`config.mk`:
```
export PLATFORM = sky130hd
export DESIGN_NAME = priority_task_scheduler_with_delays
export DESIGN_NICKNAME = d
export VERILOG_FILES = /design/src/rtl/pts_pkg.sv /design/src/rtl/pts_slot_alu.sv /design/src/rtl/pts_ctrl.sv /design/src/rtl/priority_task_scheduler_with_delays.sv
export SDC_FILE = /design/constraint.sdc
export NUM_CORES = 1
export LEC_CHECK = 0
export BUFFER_PORTS_ARGS = -buffer_cell sky130_fd_sc_hd__buf_2
export CORE_ASPECT_RATIO = 1.1
export CORE_UTILIZATION = 40
export DETAILED_ROUTE_END_ITERATION = 8
export GPL_TIMING_DRIVEN = 0
export HOLD_SLACK_MARGIN = 0.03
export PLACE_DENSITY = 0.57
export SKIP_LAST_GASP = 1
export SYNTH_ARGS = -nofsm -noshare
export SYNTH_HDL_FRONTEND = slang
export SYNTH_SLANG_ARGS = --single-unit
```
`constraint.sdc`:
```
create_clock -name clk -period 4 [get_ports clk]
set_input_delay 1.2 -clock clk [delete_from_list [all_inputs] [get_ports clk]]
set_output_delay 1.2 -clock clk [all_outputs]
set_load 0.02 [all_outputs]
```
`src/rtl/pts_pkg.sv`:
```
`timescale 1ns / 1ps
// ----------------------------------------------------------------------------
// pts_pkg
// shared types and constants of the priority task scheduler
// ----------------------------------------------------------------------------
package pts_pkg;

  localparam int DELAY_W = 16;

  // operation codes carried on the input tuser
  typedef enum logic [1:0] {
    OP_CREATE = 2'd0,
    OP_DELAY  = 2'd1,
    OP_TICK   = 2'd2,
    OP_YIELD  = 2'd3
  } op_t;

  // per-slot task state
  typedef enum logic [1:0] {
    SLOT_EMPTY = 2'd0,
    SLOT_READY = 2'd1,
    SLOT_SLEEP = 2'd2
  } slot_state_t;

  // sequencer states
  typedef enum logic [1:0] {
    ST_IDLE   = 2'd0,
    ST_APPLY  = 2'd1,
    ST_WALK   = 2'd2,
    ST_FINISH = 2'd3
  } fsm_t;

  // strobes from the sequencer to the datapath
  typedef struct packed {
    logic accept;
    logic apply;
    logic walk;
    logic finish;
  } ctrl_t;

endpackage

```
`src/rtl/pts_slot_alu.sv`:
```
`timescale 1ns / 1ps
// ----------------------------------------------------------------------------
// pts_slot_alu
// shared slot unit: tick decrement, wake check and ready detect for one slot
// ----------------------------------------------------------------------------
module pts_slot_alu (
  input  pts_pkg::slot_state_t               st_in,
  input  logic [pts_pkg::DELAY_W-1:0]        dly_in,
  input  logic                               do_tick,
  output pts_pkg::slot_state_t               st_out,
  output logic [pts_pkg::DELAY_W-1:0]        dly_out,
  output logic                               ready
);
  import pts_pkg::*;

  always_comb begin
    st_out  = st_in;
    dly_out = dly_in;
    if (do_tick && st_in == SLOT_SLEEP) begin
      if (dly_in != '0) begin
        dly_out = dly_in - DELAY_W'(1);
      end
      if (dly_out == '0) begin
        st_out = SLOT_READY;
      end
    end
    ready = (st_out == SLOT_READY);
  end

endmodule

```
`src/rtl/pts_ctrl.sv`:
```
`timescale 1ns / 1ps
// ----------------------------------------------------------------------------
// pts_ctrl
// sequencer: accept, apply the operation, walk the slots, deliver the word
// ----------------------------------------------------------------------------
module pts_ctrl (
  input  logic           clk,
  input  logic           rst,
  input  logic           s_tvalid,
  input  logic           need_walk,
  input  logic           walk_last,
  input  logic           out_free,
  output logic           s_tready,
  output pts_pkg::ctrl_t ctrl
);
  import pts_pkg::*;

  fsm_t state;
  fsm_t state_next;

  always_ff @(posedge clk) begin
    if (rst) begin
      state <= ST_IDLE;
    end else begin
      state <= state_next;
    end
  end

  always_comb begin
    state_next = state;
    unique case (state)
      ST_IDLE: begin
        if (s_tvalid) state_next = ST_APPLY;
      end
      ST_APPLY: begin
        state_next = need_walk ? ST_WALK : ST_FINISH;
      end
      ST_WALK: begin
        if (walk_last) state_next = ST_FINISH;
      end
      ST_FINISH: begin
        if (out_free) state_next = ST_IDLE;
      end
      default: state_next = ST_IDLE;
    endcase
  end

  always_comb begin
    s_tready    = (state == ST_IDLE);
    ctrl.accept = (state == ST_IDLE) && s_tvalid;
    ctrl.apply  = (state == ST_APPLY);
    ctrl.walk   = (state == ST_WALK);
    ctrl.finish = (state == ST_FINISH) && out_free;
  end

endmodule

```
`src/rtl/priority_task_scheduler_with_delays.sv`:
```
`timescale 1ns / 1ps
// ----------------------------------------------------------------------------
// priority_task_scheduler_with_delays
// fixed-priority scheduler with per-slot tick delays and an idle slot
// ----------------------------------------------------------------------------
//  channel  dir  handshake            payload
//  s_*      in   s_tvalid/s_tready    tuser op, tdata task_slot + delay_amount
//  m_*      out  m_tvalid/m_tready    tdata running_task, flags, tick_count
//  cfg_*    in   cfg_valid/cfg_ready  cfg_data = yield_enable
//
//  create, refused delay and ignored yield go from apply straight to the
//    result; delay, tick and accepted yield first walk the slot file
//    through the one shared slot unit, one slot a cycle
//  a new word is taken only once the last result sits in the output
//    register; a stalled output holds the sequencer
//  synchronous reset: all slots empty, idle slot running, tick count zero
// ----------------------------------------------------------------------------
module priority_task_scheduler_with_delays #(
  parameter int NUM_TASKS = 8
) (
  input  logic        clk,
  input  logic        rst,
  // input stream
  input  logic        s_tvalid,
  output logic        s_tready,
  input  logic [1:0]  s_tuser,   // [1:0] op
  input  logic [23:0] s_tdata,   // [2:0] task_slot, [18:3] delay_amount, rest zero
  // output stream
  output logic        m_tvalid,
  input  logic        m_tready,
  output logic [39:0] m_tdata,   // [3:0] running_task, [4] switched,
                                 // [5] create_rejected, [37:6] tick_count
  // configuration write
  input  logic        cfg_valid,
  output logic        cfg_ready,
  input  logic        cfg_data
);
  import pts_pkg::*;

  // slot index width and width that also holds the idle index
  localparam int IDX_W  = (NUM_TASKS > 1) ? $clog2(NUM_TASKS) : 1;
  localparam int SLOT_W = $clog2(NUM_TASKS + 1);
  localparam logic [SLOT_W-1:0] IDLE_SLOT = SLOT_W'(NUM_TASKS);
  localparam logic [IDX_W-1:0]  LAST_IDX  = IDX_W'(NUM_TASKS - 1);

  ctrl_t ctrl;
  logic  need_walk;
  logic  walk_last;
  logic  out_free;

  // configuration register
  logic yield_enable;

  // latched word
  op_t                op_q;
  logic [2:0]         slot_q;
  logic [DELAY_W-1:0] amount_q;

  // scheduler state; the idle slot is always ready and is not stored
  slot_state_t        slot_st  [NUM_TASKS];
  logic [DELAY_W-1:0] slot_dly [NUM_TASKS];
  logic [SLOT_W-1:0]  running;
  logic [31:0]        tick_counter;

  // walk bookkeeping
  logic [IDX_W-1:0] idx;
  logic             found_valid;
  logic [IDX_W-1:0] found_idx;
  logic             walked;
  logic             rejected;

  // shared unit wires
  slot_state_t        alu_st;
  logic [DELAY_W-1:0] alu_dly;
  logic               alu_ready;
  logic               do_tick;

  logic              create_ok;
  logic              running_busy;
  logic [SLOT_W-1:0] running_next;

  assign cfg_ready = 1'b1;
  assign out_free  = !m_tvalid || m_tready;
  assign walk_last = (idx == LAST_IDX);
  assign do_tick   = (op_q == OP_TICK);

  // create is refused for the idle slot and anything past it
  assign create_ok    = (32'(slot_q) < NUM_TASKS);
  assign running_busy = (running != IDLE_SLOT);

  // which ops reschedule
  always_comb begin
    unique case (op_q)
      OP_CREATE: need_walk = 1'b0;
      OP_DELAY:  need_walk = running_busy;
      OP_TICK:   need_walk = 1'b1;
      OP_YIELD:  need_walk = yield_enable;
      default:   need_walk = 1'b0;
    endcase
  end

  pts_ctrl u_ctrl (
    .clk       (clk),
    .rst       (rst),
    .s_tvalid  (s_tvalid),
    .need_walk (need_walk),
    .walk_last (walk_last),
    .out_free  (out_free),
    .s_tready  (s_tready),
    .ctrl      (ctrl)
  );

  pts_slot_alu u_alu (
    .st_in   (slot_st[idx]),
    .dly_in  (slot_dly[idx]),
    .do_tick (do_tick),
    .st_out  (alu_st),
    .dly_out (alu_dly),
    .ready   (alu_ready)
  );

  always_ff @(posedge clk) begin
    if (rst) begin
      yield_enable <= 1'b0;
    end else if (cfg_valid && cfg_ready) begin
      yield_enable <= cfg_data;
    end
  end

  // word capture
  always_ff @(posedge clk) begin
    if (ctrl.accept) begin
      op_q     <= op_t'(s_tuser);
      slot_q   <= s_tdata[2:0];
      amount_q <= s_tdata[18:3];
    end
  end

  // slot states: create, delay and the tick write-back of the walk
  always_ff @(posedge clk) begin
    if (rst) begin
      for (int i = 0; i < NUM_TASKS; i++) begin
        slot_st[i] <= SLOT_EMPTY;
      end
    end else begin
      if (ctrl.apply && op_q == OP_CREATE && create_ok) begin
        slot_st[IDX_W'(slot_q)] <= SLOT_READY;
      end
      if (ctrl.apply && op_q == OP_DELAY && running_busy) begin
        slot_st[IDX_W'(running)] <= SLOT_SLEEP;
      end
      if (ctrl.walk && do_tick) begin
        slot_st[idx] <= alu_st;
      end
    end
  end

  // delay counters are written in the same cycle that a slot is put to sleep
  always_ff @(posedge clk) begin
    if (ctrl.apply && op_q == OP_DELAY && running_busy) begin
      slot_dly[IDX_W'(running)] <= amount_q;
    end
    if (ctrl.walk && do_tick) begin
      slot_dly[idx] <= alu_dly;
    end
  end

  // walk index and first ready slot
  always_ff @(posedge clk) begin
    if (rst) begin
      idx         <= '0;
      found_valid <= 1'b0;
      walked      <= 1'b0;
      rejected    <= 1'b0;
    end else begin
      if (ctrl.accept) begin
        idx         <= '0;
        found_valid <= 1'b0;
      end
      if (ctrl.apply) begin
        walked   <= need_walk;
        rejected <= (op_q == OP_CREATE) && !create_ok;
      end
      if (ctrl.walk) begin
        if (!walk_last) idx <= idx + IDX_W'(1);
        if (alu_ready && !found_valid) begin
          found_valid <= 1'b1;
        end
      end
    end
  end

  always_ff @(posedge clk) begin
    if (ctrl.walk && alu_ready && !found_valid) begin
      found_idx <= idx;
    end
  end

  always_ff @(posedge clk) begin
    if (rst) begin
      tick_counter <= '0;
    end else if (ctrl.apply && op_q == OP_TICK) begin
      tick_counter <= tick_counter + 32'd1;
    end
  end

  // lowest ready slot wins, else the idle slot; without a walk the running slot stays
  always_comb begin
    if (!walked) begin
      running_next = running;
    end else if (found_valid) begin
      running_next = SLOT_W'(found_idx);
    end else begin
      running_next = IDLE_SLOT;
    end
  end

  always_ff @(posedge clk) begin
    if (rst) begin
      running <= IDLE_SLOT;
    end else if (ctrl.finish) begin
      running <= running_next;
    end
  end

  // output register
  always_ff @(posedge clk) begin
    if (rst) begin
      m_tvalid <= 1'b0;
    end else if (ctrl.finish) begin
      m_tvalid <= 1'b1;
    end else if (m_tready) begin
      m_tvalid <= 1'b0;
    end
  end

  always_ff @(posedge clk) begin
    if (ctrl.finish) begin
      m_tdata[3:0]   <= 4'(running_next);
      m_tdata[4]     <= (running_next != running);
      m_tdata[5]     <= rejected;
      m_tdata[37:6]  <= tick_counter;
      m_tdata[39:38] <= 2'b00;
    end
  end

`ifndef SYNTHESIS
  a_accept_apply: assert property (@(posedge clk) disable iff (rst)
    (s_tvalid && s_tready) |=> ctrl.apply)
    else $error("accepted word not applied in the next cycle");

  a_walk_range: assert property (@(posedge clk) disable iff (rst)
    ctrl.walk |-> (32'(idx) < NUM_TASKS))
    else $error("slot walk ran past the last slot");

  a_flags_exclusive: assert property (@(posedge clk) disable iff (rst)
    m_tvalid |-> !(m_tdata[4] && m_tdata[5]))
    else $error("rejected create reported a switch");

  a_runs_ready: assert property (@(posedge clk) disable iff (rst)
    (ctrl.finish && walked) |=>
      (running == IDLE_SLOT || slot_st[IDX_W'(running)] == SLOT_READY))
    else $error("scheduled slot is not ready");

  a_finish_frees: assert property (@(posedge clk) disable iff (rst)
    ctrl.finish |=> (m_tvalid && s_tready))
    else $error("result not loaded or sequencer not back to idle");
`endif

endmodule
```
* Word-level counts from Yosys, hierarchy flattened *
Memories as Yosys holds them, arrays and structs flattened. A register that Yosys moved wholly into a read port is not among the register bits.
Index checks and enable logic that the tools add are counted.

storage, ports and cells
  ROM bits = 0
  output and inout port bits = 43
  RAM bits = 144
  memories = 2
  bits in latches = 0
  register bits = 106

memories
  memory    depth  width  read ports  clocked after Yosys merged registers in  wr ports  RTL line                                   source
  slot_dly  8      16     1           1                                        1         priority_task_scheduler_with_delays.sv:61  logic [DELAY_W-1:0] slot_dly [NUM_TASKS];
  slot_st   8      2      1           1                                        8         priority_task_scheduler_with_delays.sv:60  slot_state_t slot_st [NUM_TASKS];

cells by class
  multiply operators = 0
  mux-type cells = 48
  equality and inequality tests = 14
  reductions and logical operators = 24
  div/mod/pow operators = 0
  shift-type cells = 0
  bitwise operators = 0
  $add $sub $neg = 3
  order comparisons = 0

operators with widths
  operator                                                                count
  16-bit two-way mux                                                      4
  32-bit by 1-bit adder with 32-bit output (second input constant)        1
  3-bit two-way mux                                                       9
  1-bit two-way mux                                                       23
  16-bit logical NOT                                                      1
  2-bit two-way mux                                                       8
  16-bit nonzero test                                                     1
  16-bit OR reduction                                                     1
  16-bit by 1-bit subtractor with 16-bit output (second input constant)   1
  1-bit logical AND                                                       11
  2-bit equality test (second input constant)                             5
  4-bit two-way mux                                                       2
  2-bit case mux with 4 select lines                                      1
  2-bit by 1-bit equality test with 1-bit output (second input constant)  3
  2-bit OR reduction                                                      3
  2-bit logical NOT                                                       2
  2-bit by 1-bit != test with 1-bit output (second input constant)        2
  4-bit != test                                                           1
  4-bit != test (second input constant)                                   1
  1-bit case mux with 4 select lines                                      1
  3-bit by 1-bit adder with 3-bit output (second input constant)          1
  3-bit equality test (second input constant)                             1
  3-bit AND reduction                                                     1
  1-bit logical NOT                                                       2
  other kinds (3)                                                         3

* Longest topological paths before layout *
  depth after elaboration = 10
  gate-level depth with buffers = 16
  depth with buffers taken out = 11

* Modules after synthesis *
A second synthesis with hierarchy kept.

second synthesis, totals
  cell total of the unflattened synthesis = 814
  area, all modules = 11059.4 um^2

by module, submodules not included
  module                               times used  area each (um^2)  cells each  sequential area each (um^2)
  priority_task_scheduler_with_delays  1           10156.0           681         7016.7
  pts_slot_alu                         1           689.4             110         0.0
  pts_ctrl                             1           214.0             23          40.0

* Worst setup path before layout *
OpenSTA, ideal clock, no wires.

  path kind = flip-flop to flip-flop
  start point = register idx[0] (netlist name)
  end point = register found_idx[0], enable pin
  arrival = 3.789 ns
  cell stages (with the launch flop) = 17
  path buffers = 5
  setup slack = -0.108 ns
  clock period less this slack = 4.108 ns
  path through = dfxtp_1 buf_6 buf_12 buf_12 buf_2 mux4_2 mux2i_2 ha_1 inv_1 a41oi_1 and3_1 buf_4 a221oi_2 or4_1 or4_4 o22a_1 nor2_1

RTL lines
  what                  RTL line                                    source
  to (signal assigned)  priority_task_scheduler_with_delays.sv:195  found_idx <= idx;
  to (decl)             priority_task_scheduler_with_delays.sv:68   logic [IDX_W-1:0] found_idx;

==> out/results.tsv <==
metric	value	unit
fin_nets	935	
core	26400	sq um
synth_xor_area_frac	0.0308	
ys_seq_area_frac	0.652	
clock-sinks	250	
relSlewSlack	0.446	
seqCellArea	7060	sq um
critPathCaptureType	flop	
post-place-ws	-1.10	ns
area_growth	20.8	%
ir_drop	0.345	mV
post-route-period-util	0.990	
cts_buffer_depth	3	
gr-total-overflow	0	
antenna_found_initial	0	
pwr_density_cell	546	nW/um^2
netlist_area	10800	sq um
crit_path_top_delay_cell	mux4_2	
layout_commonest_cell	edfxtp_1	
yosys.area.top_type	edfxtp_1	
postPlaceCellArea	11700	sq um
cts.clk_slew.worst_paths	0.06	ns
netlist_instances	769	
drtIter0Drc	393	
rsz0062_at_grt	yes	
synth_compound_area_frac	0.0563	
ios	75	
synth_top_area_share	0.569	
num_antenna_cells	0	
path_common_cell	or4_4	
worstSetupPathType	reg -> reg	
num_rows	62	
die_area	27700	sq um
cts_tree	done	
max_freq	0.253	GHz
root_buffer	clkbuf_16	
p_leak	4.44	nW
utilization	0.495	
hold_viol	0	
status	complete, no violations	
start_kind	flop	
antenna_left	0	
finalClockSkew	0.0104	ns
grt_pass1_vias	6723	
setup_slack	0.0412	ns
synthFlopType	edfxtp_1	
setup_viol	0	
ys_types	70	
synth_seq_cells	250	
final_cell_mix	edfxtp_1 (205), nor2_1 (85), nand2_1 (67), buf_2 (67), dfxtp_1 (42)	
required	4.23	ns
initial_core_util	0.410	
cts_htree_levels	1	
whs	0.467	ns
firstDrtPassIters	5	
syn-mean-instance-area	14.1	sq um
cpPeakStageDelay	0.58	ns
synth_fa_ha_area_frac	0.0104	
synth-edff-count	205	
grt_usage	0.177	
worst_slew_pin_slew	0.824	ns
maxCapViolCount	0	
die_h	175	microns
grt_first_pass_wirelength	37800	microns
drt-wirelength-per-cell	19.1	microns
crit_chain	buf_12 -> buf_4 -> mux4_2 -> mux2i_2 -> and4_1 -> and3_4 -> a221oi_2 -> or4_4 -> or4_4 -> o22a_1 -> nor2_4	
crit_fanout	9	
design_area	13100	sq um
async_flop_share	0	
cts_buffers	27	
ys_warn_count	0	
min_path_type	reg -> reg	
wirelength	24100	microns
multiInputGateArea	3730	sq um
fillers	2317	
synth_top_family_by_area	simple AND/OR/NAND/NOR gates	
synthMuxAreaShare	0.103	
fin_crit	3.96	ns
die_w	159	microns
drv_slew	0	
cp.arrival	4.19	ns
grt_start_max_net_pins	39	
gp_congestion	0.916	
synth_area_leaders	edfxtp_1 (57%), dfxtp_1 (8.3%), mux4_2 (6.9%), nor2_1 (3.3%), nand2_1 (2.4%)	
layout-drive-gt1-share	0.270	
dp_hpwl	16300	microns
vias	6518	
hold_buffers	0	
drcViolationCount	0	
synth-simple-area-share	0.122	
clkLatencyLatePin	0.53	ns
vias_per_cell	5.15	
port_buffers	65	
## flip-flops by register name, summed over array words and instances (netlist names)
name / flops
slot_dly: 128
m_tdata: 37
tick_counter: 32
amount_q: 16
slot_st: 16
running: 4
found_idx: 3
idx: 3
slot_q: 3
op_q: 2
u_ctrl.state: 2
found_valid: 1
m_tvalid: 1
walked: 1
yield_enable: 1
## path summary, 6_finish.rpt
| check | startpoint | endpoint | cells past startpoint | slack, ns |
|---|---|---|---|---|
| max reg2reg | idx[0]$_SDFF_PP0_ | found_idx[1]$_DFFE_PP_ | 11 | 0.04 |
| max | idx[0]$_SDFF_PP0_ | found_idx[1]$_DFFE_PP_ | 11 | 0.04 |
| min | idx[2]$_SDFF_PP0_ | found_idx[2]$_DFFE_PP_ | 0 | 0.47 |
| min reg2reg | idx[2]$_SDFF_PP0_ | found_idx[2]$_DFFE_PP_ | 0 | 0.47 |
## Yosys cell counts, types with 5 or more instances
master and count:
a21oi_1 14, buf_4 6, dfxtp_1 45, mux4_2 33
nor2_1 95, nor3_1 7, nand2_1 68, a22oi_1 5
o21ai_0 28, nand2b_1 13, nand3b_1 5, buf_2 9
ha_1 9, nand4_1 11, edfxtp_1 205, inv_1 11
and3_1 14, xor2_1 21, a31oi_1 6, or3_1 8
clkbuf_1 16, nor2b_1 5, and2_1 11, and4_1 6
xnor2_1 17, a211oi_1 6, mux2i_1 18, nand3_1 15
## kinds of logic after synthesis
logic type / Yosys count
AOI/OAI and AO/OA: 89
xor gates and xnor gates: 38
adders and majority gates: 9
buffers and inverters: 48
DFF: 250
muxes: 63
other: 2
and+or+nand+nor: 270
## critical path: cells and delay by family, from the launching register on
family / cells / cell delay [ns]
muxes: 2 / 0.96
and+or+nand+nor: 5 / 1.69
DFF: 1 / 0.40
AOI/OAI and AO/OA: 2 / 0.28
buffers and inverters: 2 / 0.33
## metrics by stage
stage / total power (W) / std cells / setup TNS, ns
final: 0.00714 / 1266 / 0
after global placement: 0.00458 / 1188 / -91.81
after global routing: 0.00745 / 1266 / -0.624
after floorplan: 0.00421 / 771 / 0
after detailed placement: 0.00460 / 1196 / -93.80
after CTS: 0.00714 / 1260 / 0
## report_power, final
| group | internal (W) | switching, W | total [W] | leakage [nW] |
|---|---|---|---|---|
| clock | 0.00141 | 0.00101 | 0.00241 | 0.425 |
| sequential | 0.00312 | 0.0000823 | 0.00321 | 2.25 |
| combinational | 0.000606 | 0.000910 | 0.00152 | 1.76 |
| total | 0.00514 | 0.00200 | 0.00714 | 4.44 |
## area by class of cell
class / instances / area share
sequential: 250 / 0.541
multi-input combinational: 473 / 0.286
clock buffer: 39 / 0.0621
timing repair buffer: 96 / 0.0476
tap: 352 / 0.0337
buffer: 35 / 0.0225
clock inverter: 10 / 0.00469
inverter: 11 / 0.00316
## routing by layer
metal / vias up / GRT usage / wire length, microns
met5: - / 0 / 0
met4: 0 / 0.0498 / 531
met3: 42 / 0.0320 / 1130
met2: 150 / 0.295 / 11500
met1: 3200 / 0.237 / 11000
li1: 3126 / - / -
## what timing repair did
| item | in CTS | in global routing |
|---|---|---|
| endpoints found under the setup margin | 148 | 99 |
| setup buffers | 15 | 8 |
| resized for setup | 44 | 26 |
| pin swaps | 3 | 8 |
No activity file was read; power rests on OpenSTA's default activity.
